## src/rtl/core/swsr_pkg.sv

```systemverilog
// Shared types, codes and reset values for the single-wire sensor reader.
// Used by swsr_cfg, swsr_fsm and single_wire_sensor_reader; no dependencies.

package swsr_pkg;

    // Widths of the configuration registers.
    localparam int unsigned START_W  = 16;
    localparam int unsigned DELAY_W  = 8;
    localparam int unsigned BYTES_W  = 4;
    localparam int unsigned LIMIT_W  = 16;
    localparam int unsigned COUNT_W  = 16;
    localparam int unsigned ADDR_W   = 5;
    localparam int unsigned APB_W    = 32;

    // Register indexes, one word apart on the bus.
    localparam logic [2:0] REG_START_LOW     = 3'd0;
    localparam logic [2:0] REG_FIRST_SAMPLE  = 3'd1;
    localparam logic [2:0] REG_SECOND_SAMPLE = 3'd2;
    localparam logic [2:0] REG_BIT_SAMPLE    = 3'd3;
    localparam logic [2:0] REG_BYTES         = 3'd4;
    localparam logic [2:0] REG_WAIT_LIMIT    = 3'd5;

    // Register reset values.
    localparam logic [START_W-1:0] START_LOW_RST     = 16'd18000;
    localparam logic [DELAY_W-1:0] FIRST_SAMPLE_RST  = 8'd40;
    localparam logic [DELAY_W-1:0] SECOND_SAMPLE_RST = 8'd80;
    localparam logic [DELAY_W-1:0] BIT_SAMPLE_RST    = 8'd40;
    localparam logic [BYTES_W-1:0] BYTES_RST         = 4'd5;
    localparam logic [LIMIT_W-1:0] WAIT_LIMIT_RST    = 16'd0;

    // Most bytes a transaction can carry.
    localparam logic [BYTES_W-1:0] BYTES_MAX = 4'd8;

    // Status codes.
    localparam logic [2:0] ST_NONE      = 3'd0;
    localparam logic [2:0] ST_OK        = 3'd1;
    localparam logic [2:0] ST_NO_RESP   = 3'd2;
    localparam logic [2:0] ST_BAD       = 3'd3;
    localparam logic [2:0] ST_TIMEOUT   = 3'd4;

    // Transaction phases.
    typedef enum logic [7:0] {
        PH_IDLE        = 8'b0000_0001,
        PH_START_LOW   = 8'b0000_0010,
        PH_WAIT_FIRST  = 8'b0000_0100,
        PH_WAIT_SECOND = 8'b0000_1000,
        PH_RESP_LOW    = 8'b0001_0000,
        PH_WAIT_HIGH   = 8'b0010_0000,
        PH_WAIT_SAMPLE = 8'b0100_0000,
        PH_WAIT_LOW    = 8'b1000_0000
    } phase_t;

    // Configuration as seen by the state machine.
    typedef struct packed {
        logic [START_W-1:0] start_low_ticks;
        logic [DELAY_W-1:0] first_sample_ticks;
        logic [DELAY_W-1:0] second_sample_ticks;
        logic [DELAY_W-1:0] bit_sample_ticks;
        logic [BYTES_W-1:0] bytes_to_read;
        logic [LIMIT_W-1:0] wait_limit_ticks;
    } cfg_t;

    // One result word.
    typedef struct packed {
        logic       drive_low;
        logic       busy_res;
        logic       byte_valid;
        logic [7:0] data_byte;
        logic       byte_last;
        logic       status_valid;
        logic [2:0] status;
    } result_t;

endpackage

```

## src/rtl/core/swsr_cfg.sv

```systemverilog
// Configuration register bank of the single-wire sensor reader, APB-style port.
// Depends on swsr_pkg.

module swsr_cfg (
    input  logic                        aclk,
    input  logic                        aresetn,
    input  logic                        psel,
    input  logic                        penable,
    input  logic                        pwrite,
    input  logic [swsr_pkg::ADDR_W-1:0] paddr,
    input  logic [swsr_pkg::APB_W-1:0]  pwdata,
    output logic [swsr_pkg::APB_W-1:0]  prdata,
    output logic                        pready,
    output swsr_pkg::cfg_t              cfg
);

    swsr_pkg::cfg_t cfg_reg;
    logic           wr_en;
    logic [2:0]     reg_idx;

    assign pready  = 1'b1;
    assign wr_en   = psel & penable & pwrite;
    assign reg_idx = paddr[4:2];
    assign cfg     = cfg_reg;

    // Register writes; unused addresses are ignored.
    always_ff @(posedge aclk) begin
        if (!aresetn) begin
            cfg_reg.start_low_ticks     <= swsr_pkg::START_LOW_RST;
            cfg_reg.first_sample_ticks  <= swsr_pkg::FIRST_SAMPLE_RST;
            cfg_reg.second_sample_ticks <= swsr_pkg::SECOND_SAMPLE_RST;
            cfg_reg.bit_sample_ticks    <= swsr_pkg::BIT_SAMPLE_RST;
            cfg_reg.bytes_to_read       <= swsr_pkg::BYTES_RST;
            cfg_reg.wait_limit_ticks    <= swsr_pkg::WAIT_LIMIT_RST;
        end else if (wr_en) begin
            unique case (reg_idx)
                swsr_pkg::REG_START_LOW:
                    cfg_reg.start_low_ticks <= pwdata[swsr_pkg::START_W-1:0];
                swsr_pkg::REG_FIRST_SAMPLE:
                    cfg_reg.first_sample_ticks <= pwdata[swsr_pkg::DELAY_W-1:0];
                swsr_pkg::REG_SECOND_SAMPLE:
                    cfg_reg.second_sample_ticks <= pwdata[swsr_pkg::DELAY_W-1:0];
                swsr_pkg::REG_BIT_SAMPLE:
                    cfg_reg.bit_sample_ticks <= pwdata[swsr_pkg::DELAY_W-1:0];
                swsr_pkg::REG_BYTES:
                    cfg_reg.bytes_to_read <= pwdata[swsr_pkg::BYTES_W-1:0];
                swsr_pkg::REG_WAIT_LIMIT:
                    cfg_reg.wait_limit_ticks <= pwdata[swsr_pkg::LIMIT_W-1:0];
                default: ;
            endcase
        end
    end

    // Read-back mux.
    always_comb begin
        prdata = '0;
        unique case (reg_idx)
            swsr_pkg::REG_START_LOW:
                prdata = {16'd0, cfg_reg.start_low_ticks};
            swsr_pkg::REG_FIRST_SAMPLE:
                prdata = {24'd0, cfg_reg.first_sample_ticks};
            swsr_pkg::REG_SECOND_SAMPLE:
                prdata = {24'd0, cfg_reg.second_sample_ticks};
            swsr_pkg::REG_BIT_SAMPLE:
                prdata = {24'd0, cfg_reg.bit_sample_ticks};
            swsr_pkg::REG_BYTES:
                prdata = {28'd0, cfg_reg.bytes_to_read};
            swsr_pkg::REG_WAIT_LIMIT:
                prdata = {16'd0, cfg_reg.wait_limit_ticks};
            default: prdata = '0;
        endcase
    end

endmodule

```

## src/rtl/core/swsr_fsm.sv

```systemverilog
// Link state machine: holds the transaction state and works out one tick's
// result and next state. Depends on swsr_pkg.

module swsr_fsm (
    input  logic                aclk,
    input  logic                aresetn,
    input  swsr_pkg::cfg_t      cfg,
    input  logic                step,        // a tick word moves to the output register
    input  logic                action,
    input  logic                line_level,
    output swsr_pkg::result_t   result
);

    swsr_pkg::phase_t               phase_reg, phase_next;
    logic [swsr_pkg::COUNT_W-1:0]   tick_count_reg, tick_count_next;
    logic [2:0]                     bit_index_reg, bit_index_next;
    logic [2:0]                     byte_index_reg, byte_index_next;
    logic [7:0]                     shift_byte_reg, shift_byte_next;

    logic [swsr_pkg::COUNT_W-1:0]   tick_inc;
    logic [swsr_pkg::COUNT_W-1:0]   tick_sat;
    logic                           expired;
    logic                           bit_done;
    logic [2:0]                     bit_inc;
    logic [swsr_pkg::BYTES_W-1:0]   byte_count;
    logic [swsr_pkg::BYTES_W-1:0]   byte_pos;

    // Shared counter arithmetic.
    assign tick_inc = tick_count_reg + 16'd1;
    assign tick_sat = (tick_count_reg == 16'hFFFF) ? tick_count_reg : tick_inc;
    assign expired  = (cfg.wait_limit_ticks != '0) && (tick_sat >= cfg.wait_limit_ticks);
    assign bit_inc  = bit_index_reg + 3'd1;
    assign byte_pos = {1'b0, byte_index_reg} + 4'd1;

    // Byte count clamped to one through eight.
    always_comb begin
        if (cfg.bytes_to_read == '0) begin
            byte_count = 4'd1;
        end else if (cfg.bytes_to_read > swsr_pkg::BYTES_MAX) begin
            byte_count = swsr_pkg::BYTES_MAX;
        end else begin
            byte_count = cfg.bytes_to_read;
        end
    end

    // Next state and result for the current tick.
    always_comb begin
        phase_next      = phase_reg;
        tick_count_next = tick_count_reg;
        bit_index_next  = bit_index_reg;
        byte_index_next = byte_index_reg;
        shift_byte_next = shift_byte_reg;
        bit_done        = 1'b0;
        result          = '0;
        result.busy_res = (phase_reg != swsr_pkg::PH_IDLE);

        unique case (phase_reg)
            swsr_pkg::PH_IDLE: begin
                if (action) begin
                    result.busy_res  = 1'b1;
                    result.drive_low = 1'b1;
                    phase_next       = swsr_pkg::PH_START_LOW;
                    tick_count_next  = 16'd1;
                    bit_index_next   = '0;
                    byte_index_next  = '0;
                    shift_byte_next  = '0;
                end
            end
            swsr_pkg::PH_START_LOW: begin
                if (tick_count_reg < cfg.start_low_ticks) begin
                    result.drive_low = 1'b1;
                    tick_count_next  = tick_inc;
                end else begin
                    phase_next      = swsr_pkg::PH_WAIT_FIRST;
                    tick_count_next = '0;
                end
            end
            swsr_pkg::PH_WAIT_FIRST: begin
                tick_count_next = tick_inc;
                if (tick_inc >= {8'd0, cfg.first_sample_ticks}) begin
                    if (line_level) begin
                        result.status_valid = 1'b1;
                        result.status       = swsr_pkg::ST_NO_RESP;
                        phase_next          = swsr_pkg::PH_IDLE;
                    end else begin
                        phase_next      = swsr_pkg::PH_WAIT_SECOND;
                        tick_count_next = '0;
                    end
                end
            end
            swsr_pkg::PH_WAIT_SECOND: begin
                tick_count_next = tick_inc;
                if (tick_inc >= {8'd0, cfg.second_sample_ticks}) begin
                    result.status_valid = 1'b1;
                    if (line_level) begin
                        result.status   = swsr_pkg::ST_OK;
                        phase_next      = swsr_pkg::PH_RESP_LOW;
                        tick_count_next = '0;
                    end else begin
                        result.status = swsr_pkg::ST_BAD;
                        phase_next    = swsr_pkg::PH_IDLE;
                    end
                end
            end
            swsr_pkg::PH_RESP_LOW: begin
                if (!line_level) begin
                    phase_next      = swsr_pkg::PH_WAIT_HIGH;
                    tick_count_next = '0;
                end else begin
                    tick_count_next = tick_sat;
                    if (expired) begin
                        result.status_valid = 1'b1;
                        result.status       = swsr_pkg::ST_TIMEOUT;
                        phase_next          = swsr_pkg::PH_IDLE;
                    end
                end
            end
            swsr_pkg::PH_WAIT_HIGH: begin
                if (line_level) begin
                    phase_next      = swsr_pkg::PH_WAIT_SAMPLE;
                    tick_count_next = '0;
                end else begin
                    tick_count_next = tick_sat;
                    if (expired) begin
                        result.status_valid = 1'b1;
                        result.status       = swsr_pkg::ST_TIMEOUT;
                        phase_next          = swsr_pkg::PH_IDLE;
                    end
                end
            end
            swsr_pkg::PH_WAIT_SAMPLE: begin
                tick_count_next = tick_inc;
                if (tick_inc >= {8'd0, cfg.bit_sample_ticks}) begin
                    shift_byte_next = {shift_byte_reg[6:0], line_level};
                    if (!line_level) begin
                        bit_done = 1'b1;
                    end else begin
                        phase_next      = swsr_pkg::PH_WAIT_LOW;
                        tick_count_next = '0;
                    end
                end
            end
            swsr_pkg::PH_WAIT_LOW: begin
                if (!line_level) begin
                    bit_done = 1'b1;
                end else begin
                    tick_count_next = tick_sat;
                    if (expired) begin
                        result.status_valid = 1'b1;
                        result.status       = swsr_pkg::ST_TIMEOUT;
                        phase_next          = swsr_pkg::PH_IDLE;
                    end
                end
            end
            default: begin
                phase_next = swsr_pkg::PH_IDLE;
            end
        endcase

        // Bit completion: count bits, emit a byte after every eighth.
        if (bit_done) begin
            bit_index_next = bit_inc;
            if (bit_inc == 3'd0) begin
                result.byte_valid = 1'b1;
                result.data_byte  = shift_byte_next;
                shift_byte_next   = '0;
                if (byte_pos >= byte_count) begin
                    result.byte_last = 1'b1;
                    byte_index_next  = '0;
                    phase_next       = swsr_pkg::PH_IDLE;
                end else begin
                    byte_index_next = byte_pos[2:0];
                    phase_next      = swsr_pkg::PH_WAIT_HIGH;
                    tick_count_next = '0;
                end
            end else begin
                phase_next      = swsr_pkg::PH_WAIT_HIGH;
                tick_count_next = '0;
            end
        end
    end

    // State registers advance once per tick word.
    always_ff @(posedge aclk) begin
        if (!aresetn) begin
            phase_reg      <= swsr_pkg::PH_IDLE;
            tick_count_reg <= '0;
            bit_index_reg  <= '0;
            byte_index_reg <= '0;
            shift_byte_reg <= '0;
        end else if (step) begin
            phase_reg      <= phase_next;
            tick_count_reg <= tick_count_next;
            bit_index_reg  <= bit_index_next;
            byte_index_reg <= byte_index_next;
            shift_byte_reg <= shift_byte_next;
        end
    end

endmodule

```

## src/rtl/core/single_wire_sensor_reader.sv

```systemverilog
// Top level of the single-wire sensor reader: input and output registers,
// configuration bank and link state machine. Depends on swsr_pkg, swsr_cfg, swsr_fsm.

// One input word is one microsecond tick and gives exactly one result word.
// Words flow at one per clock while m_tready keeps the output register free: an
// input register feeds the state machine, whose result is caught in an output
// register. A tick word's result moves from the input register side into the
// output register once that register is free. While a result waits, the input register
// still takes one more word, and then the input side stalls. The rate is set
// by the state register loop, which advances once per tick word.
// The user must write configuration through the APB port only while no tick
// words are in flight; the block itself does not enforce this.
module single_wire_sensor_reader (
    input  logic                        aclk,
    input  logic                        aresetn,
    // Tick input.
    input  logic                        s_tvalid,
    output logic                        s_tready,
    input  logic [7:0]                  s_tdata,   // [0] line_level, [7:1] zero
    input  logic                        s_tuser,   // [0] action
    // Result output.
    output logic                        m_tvalid,
    input  logic                        m_tready,
    output logic [15:0]                 m_tdata,   // [0] drive_low, [1] busy_res,
                                                   // [2] byte_valid, [10:3] data_byte,
                                                   // [11] status_valid, [14:12] status,
                                                   // [15] zero
    output logic                        m_tlast,   // byte_last
    // Configuration.
    input  logic                        psel,
    input  logic                        penable,
    input  logic                        pwrite,
    input  logic [swsr_pkg::ADDR_W-1:0] paddr,
    input  logic [swsr_pkg::APB_W-1:0]  pwdata,
    output logic [swsr_pkg::APB_W-1:0]  prdata,
    output logic                        pready
);

    swsr_pkg::cfg_t    cfg;
    swsr_pkg::result_t result;
    swsr_pkg::result_t out_reg;
    logic              in_valid_reg;
    logic              in_action_reg;
    logic              in_line_reg;
    logic              out_valid_reg;
    logic              out_free;
    logic              step;

    // Pipeline control: a word moves on when the output register can take it.
    assign out_free = !out_valid_reg || m_tready;
    assign step     = in_valid_reg && out_free;
    assign s_tready = !in_valid_reg || out_free;

    swsr_cfg u_cfg (
        .aclk    (aclk),
        .aresetn (aresetn),
        .psel    (psel),
        .penable (penable),
        .pwrite  (pwrite),
        .paddr   (paddr),
        .pwdata  (pwdata),
        .prdata  (prdata),
        .pready  (pready),
        .cfg     (cfg)
    );

    swsr_fsm u_fsm (
        .aclk       (aclk),
        .aresetn    (aresetn),
        .cfg        (cfg),
        .step       (step),
        .action     (in_action_reg),
        .line_level (in_line_reg),
        .result     (result)
    );

    // Input register.
    always_ff @(posedge aclk) begin
        if (!aresetn) begin
            in_valid_reg <= 1'b0;
        end else if (s_tready) begin
            in_valid_reg <= s_tvalid;
        end
    end

    always_ff @(posedge aclk) begin
        if (s_tready && s_tvalid) begin
            in_action_reg <= s_tuser;
            in_line_reg   <= s_tdata[0];
        end
    end

    // Output register.
    always_ff @(posedge aclk) begin
        if (!aresetn) begin
            out_valid_reg <= 1'b0;
        end else if (out_free) begin
            out_valid_reg <= in_valid_reg;
        end
    end

    always_ff @(posedge aclk) begin
        if (step) begin
            out_reg <= result;
        end
    end

    // Result word packing.
    assign m_tvalid = out_valid_reg;
    assign m_tlast  = out_reg.byte_last;
    assign m_tdata  = {1'b0, out_reg.status, out_reg.status_valid, out_reg.data_byte,
                       out_reg.byte_valid, out_reg.busy_res, out_reg.drive_low};

endmodule
```

## config.mk

```make
export PLATFORM = sky130hd
export DESIGN_NAME = single_wire_sensor_reader
export DESIGN_NICKNAME = d
export VERILOG_FILES = /design/src/rtl/core/swsr_pkg.sv /design/src/rtl/core/swsr_cfg.sv /design/src/rtl/core/swsr_fsm.sv /design/src/rtl/core/single_wire_sensor_reader.sv
export SDC_FILE = /design/constraint.sdc
export NUM_CORES = 1
export LEC_CHECK = 0
export BUFFER_PORTS_ARGS = -buffer_cell sky130_fd_sc_hd__buf_2
export CAP_MARGIN = 10
export CORE_MARGIN = 4
export CORE_UTILIZATION = 59
export CTS_CLUSTER_SIZE = 8
export DETAILED_ROUTE_END_ITERATION = 8
export PLACE_DENSITY = 0.84
export SYNTH_ARGS = -nofsm -noshare
export SYNTH_HDL_FRONTEND = slang
export SYNTH_HIERARCHICAL = 1
export SYNTH_SLANG_ARGS = --single-unit
```

## constraint.sdc

```tcl
create_clock -name aclk -period 5.5 [get_ports aclk]
set_input_delay 1.1 -clock aclk [delete_from_list [all_inputs] [get_ports aclk]]
set_output_delay 1.1 -clock aclk [all_outputs]
set_load 0.03 [all_outputs]
```

=== Word level (Yosys, flattened, before mapping) ===
Cells that the tools add are included.
Widths: inputs -> output; s select.

* Add/sub/neg operators: 3
* $mul: 0
* Divide/modulo/power cells: 0
* Magnitude comparators: 7
* Equal/unequal tests: 22
* Shift-type cells: 0
* Multiplexer cells: 64
* Bitwise gates (word level): 2
* Reductions and logical operators: 23

{| class="wikitable"
|+ Operators with widths
! kind !! count
|-
| $mux 16 || 14
|-
| $pmux 16 s8 || 1
|-
| $mux 8 || 15
|-
| $pmux 16 s6 || 1
|-
| $pmux 8 s8 || 1
|-
| $ge 16x8->1 || 3
|-
| $mux 4 || 9
|-
| $mux 3 || 8
|-
| $add 16x1->16 const B || 1
|-
| $eq 16x16->1 const B || 1
|-
| $ge 16x16->1 || 1
|-
| $lt 16x16->1 || 1
|-
| $pmux 4 s4 || 1
|-
| $pmux 8 s2 || 1
|-
| $reduce_bool 16->1 || 1
|-
| $reduce_and 2->1 || 7
|-
| $mux 6 || 2
|-
| $ne 3x2->1 const B || 4
|-
| $mux 10 || 1
|-
| $ne 3x1->1 const B || 3
|-
| $eq 8x1->1 const B || 1
|-
| $eq 8x2->1 const B || 1
|-
| $eq 8x3->1 const B || 1
|-
| $eq 8x4->1 const B || 1
|-
| other kinds (26) || 41
|}

* Flip-flop bits (word level): 118
* Bits in latches: 0
* Memory bits (writable): 0
* ROM bits: 0
* Input port bits: 53
* Output and inout port bits: 52
* Logic and storage cells: 143
* Memories kept: 0

=== Depth between registers and ports, before layout ===
* Depth after elaboration: 8
* Depth in mapped cells: 15
* Gate-level depth less buffers: 15

=== Modules after synthesis ===
Netlist, hierarchy kept.

{| class="wikitable"
|+ By module, submodules not included
! module !! times used !! cells each !! area each (µm²) !! sequential area each (µm²)
|-
| swsr_fsm || 1 || 595 || 4494.3 || 760.7
|-
| swsr_cfg || 1 || 316 || 2886.5 || 1201.2
|-
| single_wire_sensor_reader || 1 || 29 || 655.6 || 580.6
|}

=== Least setup slack after synthesis ===
OpenSTA, ideal clock, no wires.

* Path type: flip-flop to flip-flop
* Start point: reg u_fsm/tick_count_reg[1] in the netlist's numbering
* End point: reg out_reg (netlist bit m_tdata[11]), data pin
* Setup time: 0.265 ns
* Arrival: 3.546 ns
* Required time: 5.235 ns
* Path slack: 1.689 ns
* Stages on the path, launching flop included: 13
* Clock period less this slack: 3.811 ns
* Path through: dfxtp_1 > ha_1 > nand3_2 > nor4_1 > nand3_1 > xnor2_1 > ha_1 > nand2b_1 > a2111o_1 > a211oi_1 > o211ai_1 > nor2b_1 > or3_1

{| class="wikitable"
|+ RTL lines
! element !! line !! source
|-
| from (decl) || swsr_fsm.sv:15 || <nowiki>logic [swsr_pkg::COUNT_W-1:0] tick_count_reg, tick_count_next;</nowiki>
|-
| from (signal assigned) || swsr_fsm.sv:193 || <nowiki>tick_count_reg <= tick_count_next;</nowiki>
|-
| to (signal assigned) || single_wire_sensor_reader.sv:104 || <nowiki>out_reg <= result;</nowiki>
|-
| to (decl) || single_wire_sensor_reader.sv:41 || <nowiki>swsr_pkg::result_t out_reg;</nowiki>
|}

=== Worst setup path after layout ===
* Start point: reg u_fsm/tick_count_reg[0] in the netlist's numbering
* End point: reg u_fsm.phase_reg[0]

* Word-level cells in the longest chain between the ends: 8
* Elaborated cells on any way between the ends: 25
* Classes of those cells: add/sub (1); order compare (5); eq/ne (8); mux (9); reduce/logical (2)

{| class="wikitable"
|+ RTL lines
! element !! line !! source
|-
| $add 16x1->16 / $eq 16x16->1 (equally long branches) || swsr_fsm.sv:29, swsr_fsm.sv:30 ||
|-
| $mux 16 || swsr_fsm.sv:30 || <nowiki>assign tick_sat = (tick_count_reg == 16'hFFFF) ? tick_count_reg : tick_inc;</nowiki>
|-
| $ge 16x16->1 || swsr_fsm.sv:31 || <nowiki>assign expired = (cfg.wait_limit_ticks != '0) && (tick_sat >= cfg.wait_limit_ticks);</nowiki>
|-
| $logic_and 1x1->1 || swsr_fsm.sv:31 ||
|-
| $mux 8 || - ||
|-
| $mux 8, on equally long branches || - ||
|-
| $pmux 8 s8 || - ||
|-
| $mux 8 || swsr_fsm.sv:161 || <nowiki>if (bit_done) begin</nowiki>
|-
| to (signal assigned) || swsr_fsm.sv:186 || <nowiki>phase_reg <= swsr_pkg::PH_IDLE;</nowiki>
|-
| to (signal assigned) || swsr_fsm.sv:192 || <nowiki>phase_reg <= phase_next;</nowiki>
|-
| to (decl) || swsr_fsm.sv:14 || <nowiki>swsr_pkg::phase_t phase_reg, phase_next;</nowiki>
|}

Several ways; a longest one is shown, not always the timed one. The select of a mux whose other input is x is not followed.
A chain may end at the register's enable or synchronous reset.

==> impl_metrics.yaml <==
place:
  numPortBuffers: 61
  place_hpwl_um: 14700
  place_congestion: 0.927
  dp_worst_setup_slack_ns: 0.619
logic_synthesis:
  synthCells: 940
  async_reset_ff_frac: 0
  yosys-top-cells-area: "dfxtp_1 25%, ha_1 9.8%, mux2i_1 8.8%"
  synth_edf_count: 18
  synthFlopType: "dfxtp_1"
  synth_top_area_share: 0.249
  syn_area_um2: 8040
  yosysUniqueCellTypes: 93
  syn_avg_cell_area_um2: 8.55
  ys_warn_count: 6
  seq_area_frac_synth: 0.316
  synth_seq_cells: 118
  yosysTopAreaCell: "dfxtp_1"
critical_path:
  crit_chain: "ha_1 -> nand3_2 -> nor4_1 -> nand3_1 -> xnor2_1 -> ha_1 -> nand2b_1 -> a2111o_1 -> a211oi_1 -> o211ai_1 -> o22ai_1 -> nand2_1 -> o31ai_1 -> o221ai_1"
  cpPeakStageDelay_ns: 0.79
  cp.required_ns: 5.75
  crit_arrival_ns: 5.37
  cp_slowest_cell: "nor4_1"
  endpoint_kind: "register"
  cp-start-kind: "register"
  path_class: "register to register"
  path_max_fanout: 12
  critPathMostFrequentCell: "ha_1"
power:
  p_leak_nw: 3.90
  p_per_area_nw_per_um2: 267
  irDropWorstVdd_v: 0.000244
  total_power_mw: 2.39
run_status:
  status: "finished, final reports clean"
timing:
  setup_violations: 0
  rsz0062_at_grt: "no"
  timing.fmax_ghz: 0.195
  final.min_clock_period_ns: 5.12
  tightest_slew_ns: 0.992
  fin_setup_tns_ns: 0
  finalMaxSlewViolations: 0
  timing.slew.headroom: 0.334
  hold_viol: 0
  finalCritPeriodShare: 0.932
  hold-worst-slack_ns: 0.456
  final.setup.worst_slack_ns: 0.376
  clock-skew-final_ns: 0.00684
final_layout:
  diodes: 0
  largest_reg_flops: 60
  fin_nets: 1095
  syn2layout_area_growth_pct: 11.6
  layout-drive-gt1-share: 0.139
  nFillCells: 1046
clocking:
  cts_buffers: 17
  htreeDepth: 4
  cts_buffer_depth: 2
  cts_resized: 0
  cts-hold-fix-buffers: 0
  postCtsSetupRepairBufs: 0
  clk_pin_slew_worst_paths_ns: 0.06
  cts_sinks: 118
  cts_tree: "yes"
  cts_root_buf: "clkbuf_16"
  clock_latency_ns: 0.42
grt:
  grt_usage: 0.268
  antenna_found_initial: 0
  grt_pass1_wl_um: 34200
  grt_max_degree: 49
  grt_pass1_vias: 6969
  grt_overflow: 0
floorplan:
  core_um2: 13300
  num_rows: 42
  start_util: 0.604
  ios: 105
  die_x_um: 125
  die-area_um2: 15600
  die_h_um: 125
route:
  ant_nets: 0
  wire_per_inst_um: 18.3
  first_pass_iters: 6
  viasPerCell: 6.21
  first_iter_violations: 645
  post-route-drc-count: 0
  vias: 7251
  wl_um: 21400
flow_run:
  maxCapViolCount: 0
hold_path:
  holdCritPathClass: "register to register"
[synthesized netlist by cell type, types with 5 or more instances]
cell type  instances
o21a_1             5
ha_1              63
clkbuf_1          19
nand2_1          113
a22o_1             5
buf_6              5
o31ai_1           10
nand4_1            8
a21oi_1           31
and2_1             6
o311ai_0           6
buf_4             22
and3_1             5
nand2b_1          16
or2_2              5
mux2i_1           71
nor4_1             7
a211oi_1           6
nor2b_1            6
a22oi_1           19
nor2_1            69
a221o_1            5
o211ai_1          11
buf_2             14
a21o_1             6
dfxtp_1          100
inv_1             88
o21ai_0           52
xor2_1             8
edfxtp_1          18
xnor2_1            7
nand3_1           23
nor3_1            10
[power breakdown]
part / switching, mW / internal [mW]
combinational: 0.151 / 0.0677
clock: 0.419 / 0.853
sequential: 0.0136 / 0.890
total: 0.584 / 1.81
[cells by family after synthesis]
| logic type | Yosys count | synth area share |
|---|---|---|
| xor+xnor | 15 | 0.0163 |
| buf+inv | 149 | 0.0867 |
| other cells | 3 | 0.00140 |
| flops | 118 | 0.316 |
| compound gates | 207 | 0.183 |
| fa+ha+maj | 63 | 0.0981 |
| simple gates | 313 | 0.208 |
| mux | 72 | 0.0898 |
[placed cells by master, fill, tap and decap left out, types with 4 or more instances in the layout]
| cell type | Yosys | layout |
|---|---|---|
| o31ai_1 | 10 | 10 |
| and2_1 | 6 | 6 |
| or2_2 | 5 | 5 |
| o221ai_1 | 4 | 4 |
| edfxtp_1 | 18 | 18 |
| nand2_1 | 113 | 113 |
| clkbuf_16 | 0 | 17 |
| dfxtp_1 | 100 | 100 |
| xor2_1 | 8 | 8 |
| ha_1 | 63 | 63 |
| xnor2_1 | 7 | 7 |
| a21o_1 | 6 | 6 |
| a221o_1 | 5 | 5 |
| conb_1 | 3 | 18 |
| nor4_1 | 7 | 7 |
| o21a_1 | 5 | 5 |
| mux2i_1 | 71 | 71 |
| a22o_1 | 5 | 5 |
| a211oi_1 | 6 | 6 |
| buf_2 | 14 | 61 |
| o311ai_0 | 6 | 6 |
| nand2b_1 | 16 | 16 |
| nand4_1 | 8 | 8 |
| o21ai_0 | 52 | 52 |
| buf_4 | 22 | 5 |
| o22ai_1 | 4 | 4 |
| nor2_1 | 69 | 69 |
| nand3_1 | 23 | 23 |
| o211ai_1 | 11 | 11 |
| inv_1 | 88 | 88 |
| and3_1 | 5 | 5 |
| nor2b_1 | 6 | 5 |
| a21oi_1 | 31 | 31 |
| a22oi_1 | 19 | 19 |
| nor3_1 | 10 | 10 |
| bufinv_16 | 0 | 6 |
[per-stage QoR]
| step | cell area, um2 | std cells | util |
|---|---|---|---|
| 2_1_floorplan | 8090 | 955 | - |
| 3_3_place_gp | 8280 | 1135 | 0.623 |
| 3_5_place_dp | 8280 | 1135 | 0.623 |
| 4_1_cts | 8960 | 1167 | 0.674 |
| 5_1_grt | 8970 | 1168 | 0.675 |
| 6_report | 8970 | 1168 | 0.675 |
[metal layers]
layer	GRT usage	vias to the layer above	share of wire
met5	0	-	0
met4	0.133	0	0.039
met3	0.0583	74	0.079
met2	0.438	375	0.47
met1	0.333	3402	0.41
li1	-	3400	-
[final cells by class]
type | count | area, um2 | area share
clock buffer | 17 | 425 | 0.0474
sequential | 118 | 2540 | 0.283
tap | 176 | 220 | 0.0246
timing repair buffer | 66 | 343 | 0.0382
clock inverter | 15 | 251 | 0.0280
inverter | 88 | 330 | 0.0368
multi-input combinational | 688 | 4860 | 0.541
[worst paths after layout]
| path | from | end | slack, ns | depth (start not counted) |
|---|---|---|---|---|
| max | u_fsm/tick_count_reg[0] | u_fsm/phase_reg[0] | 0.38 | 14 |
| max reg2reg | u_fsm/tick_count_reg[0] | u_fsm/phase_reg[0] | 0.38 | 14 |
| min reg2reg | u_fsm/shift_byte_reg[7] | u_fsm/shift_byte_reg[7] | 0.46 | 2 |
| min | u_fsm/shift_byte_reg[7] | u_fsm/shift_byte_reg[7] | 0.46 | 2 |
[worst max-delay path, delay by kind of cell (launching register included)]
kind                     cells  cell delay (ns)
AND/OR/NAND/NOR              5             1.77
AO/OA/AOI/OAI                6             1.73
adder cells (fa/ha/maj)      2             0.55
flip-flops                   1             0.60
XOR/XNOR                     1             0.28
Power figures use the tool's default switching activity.
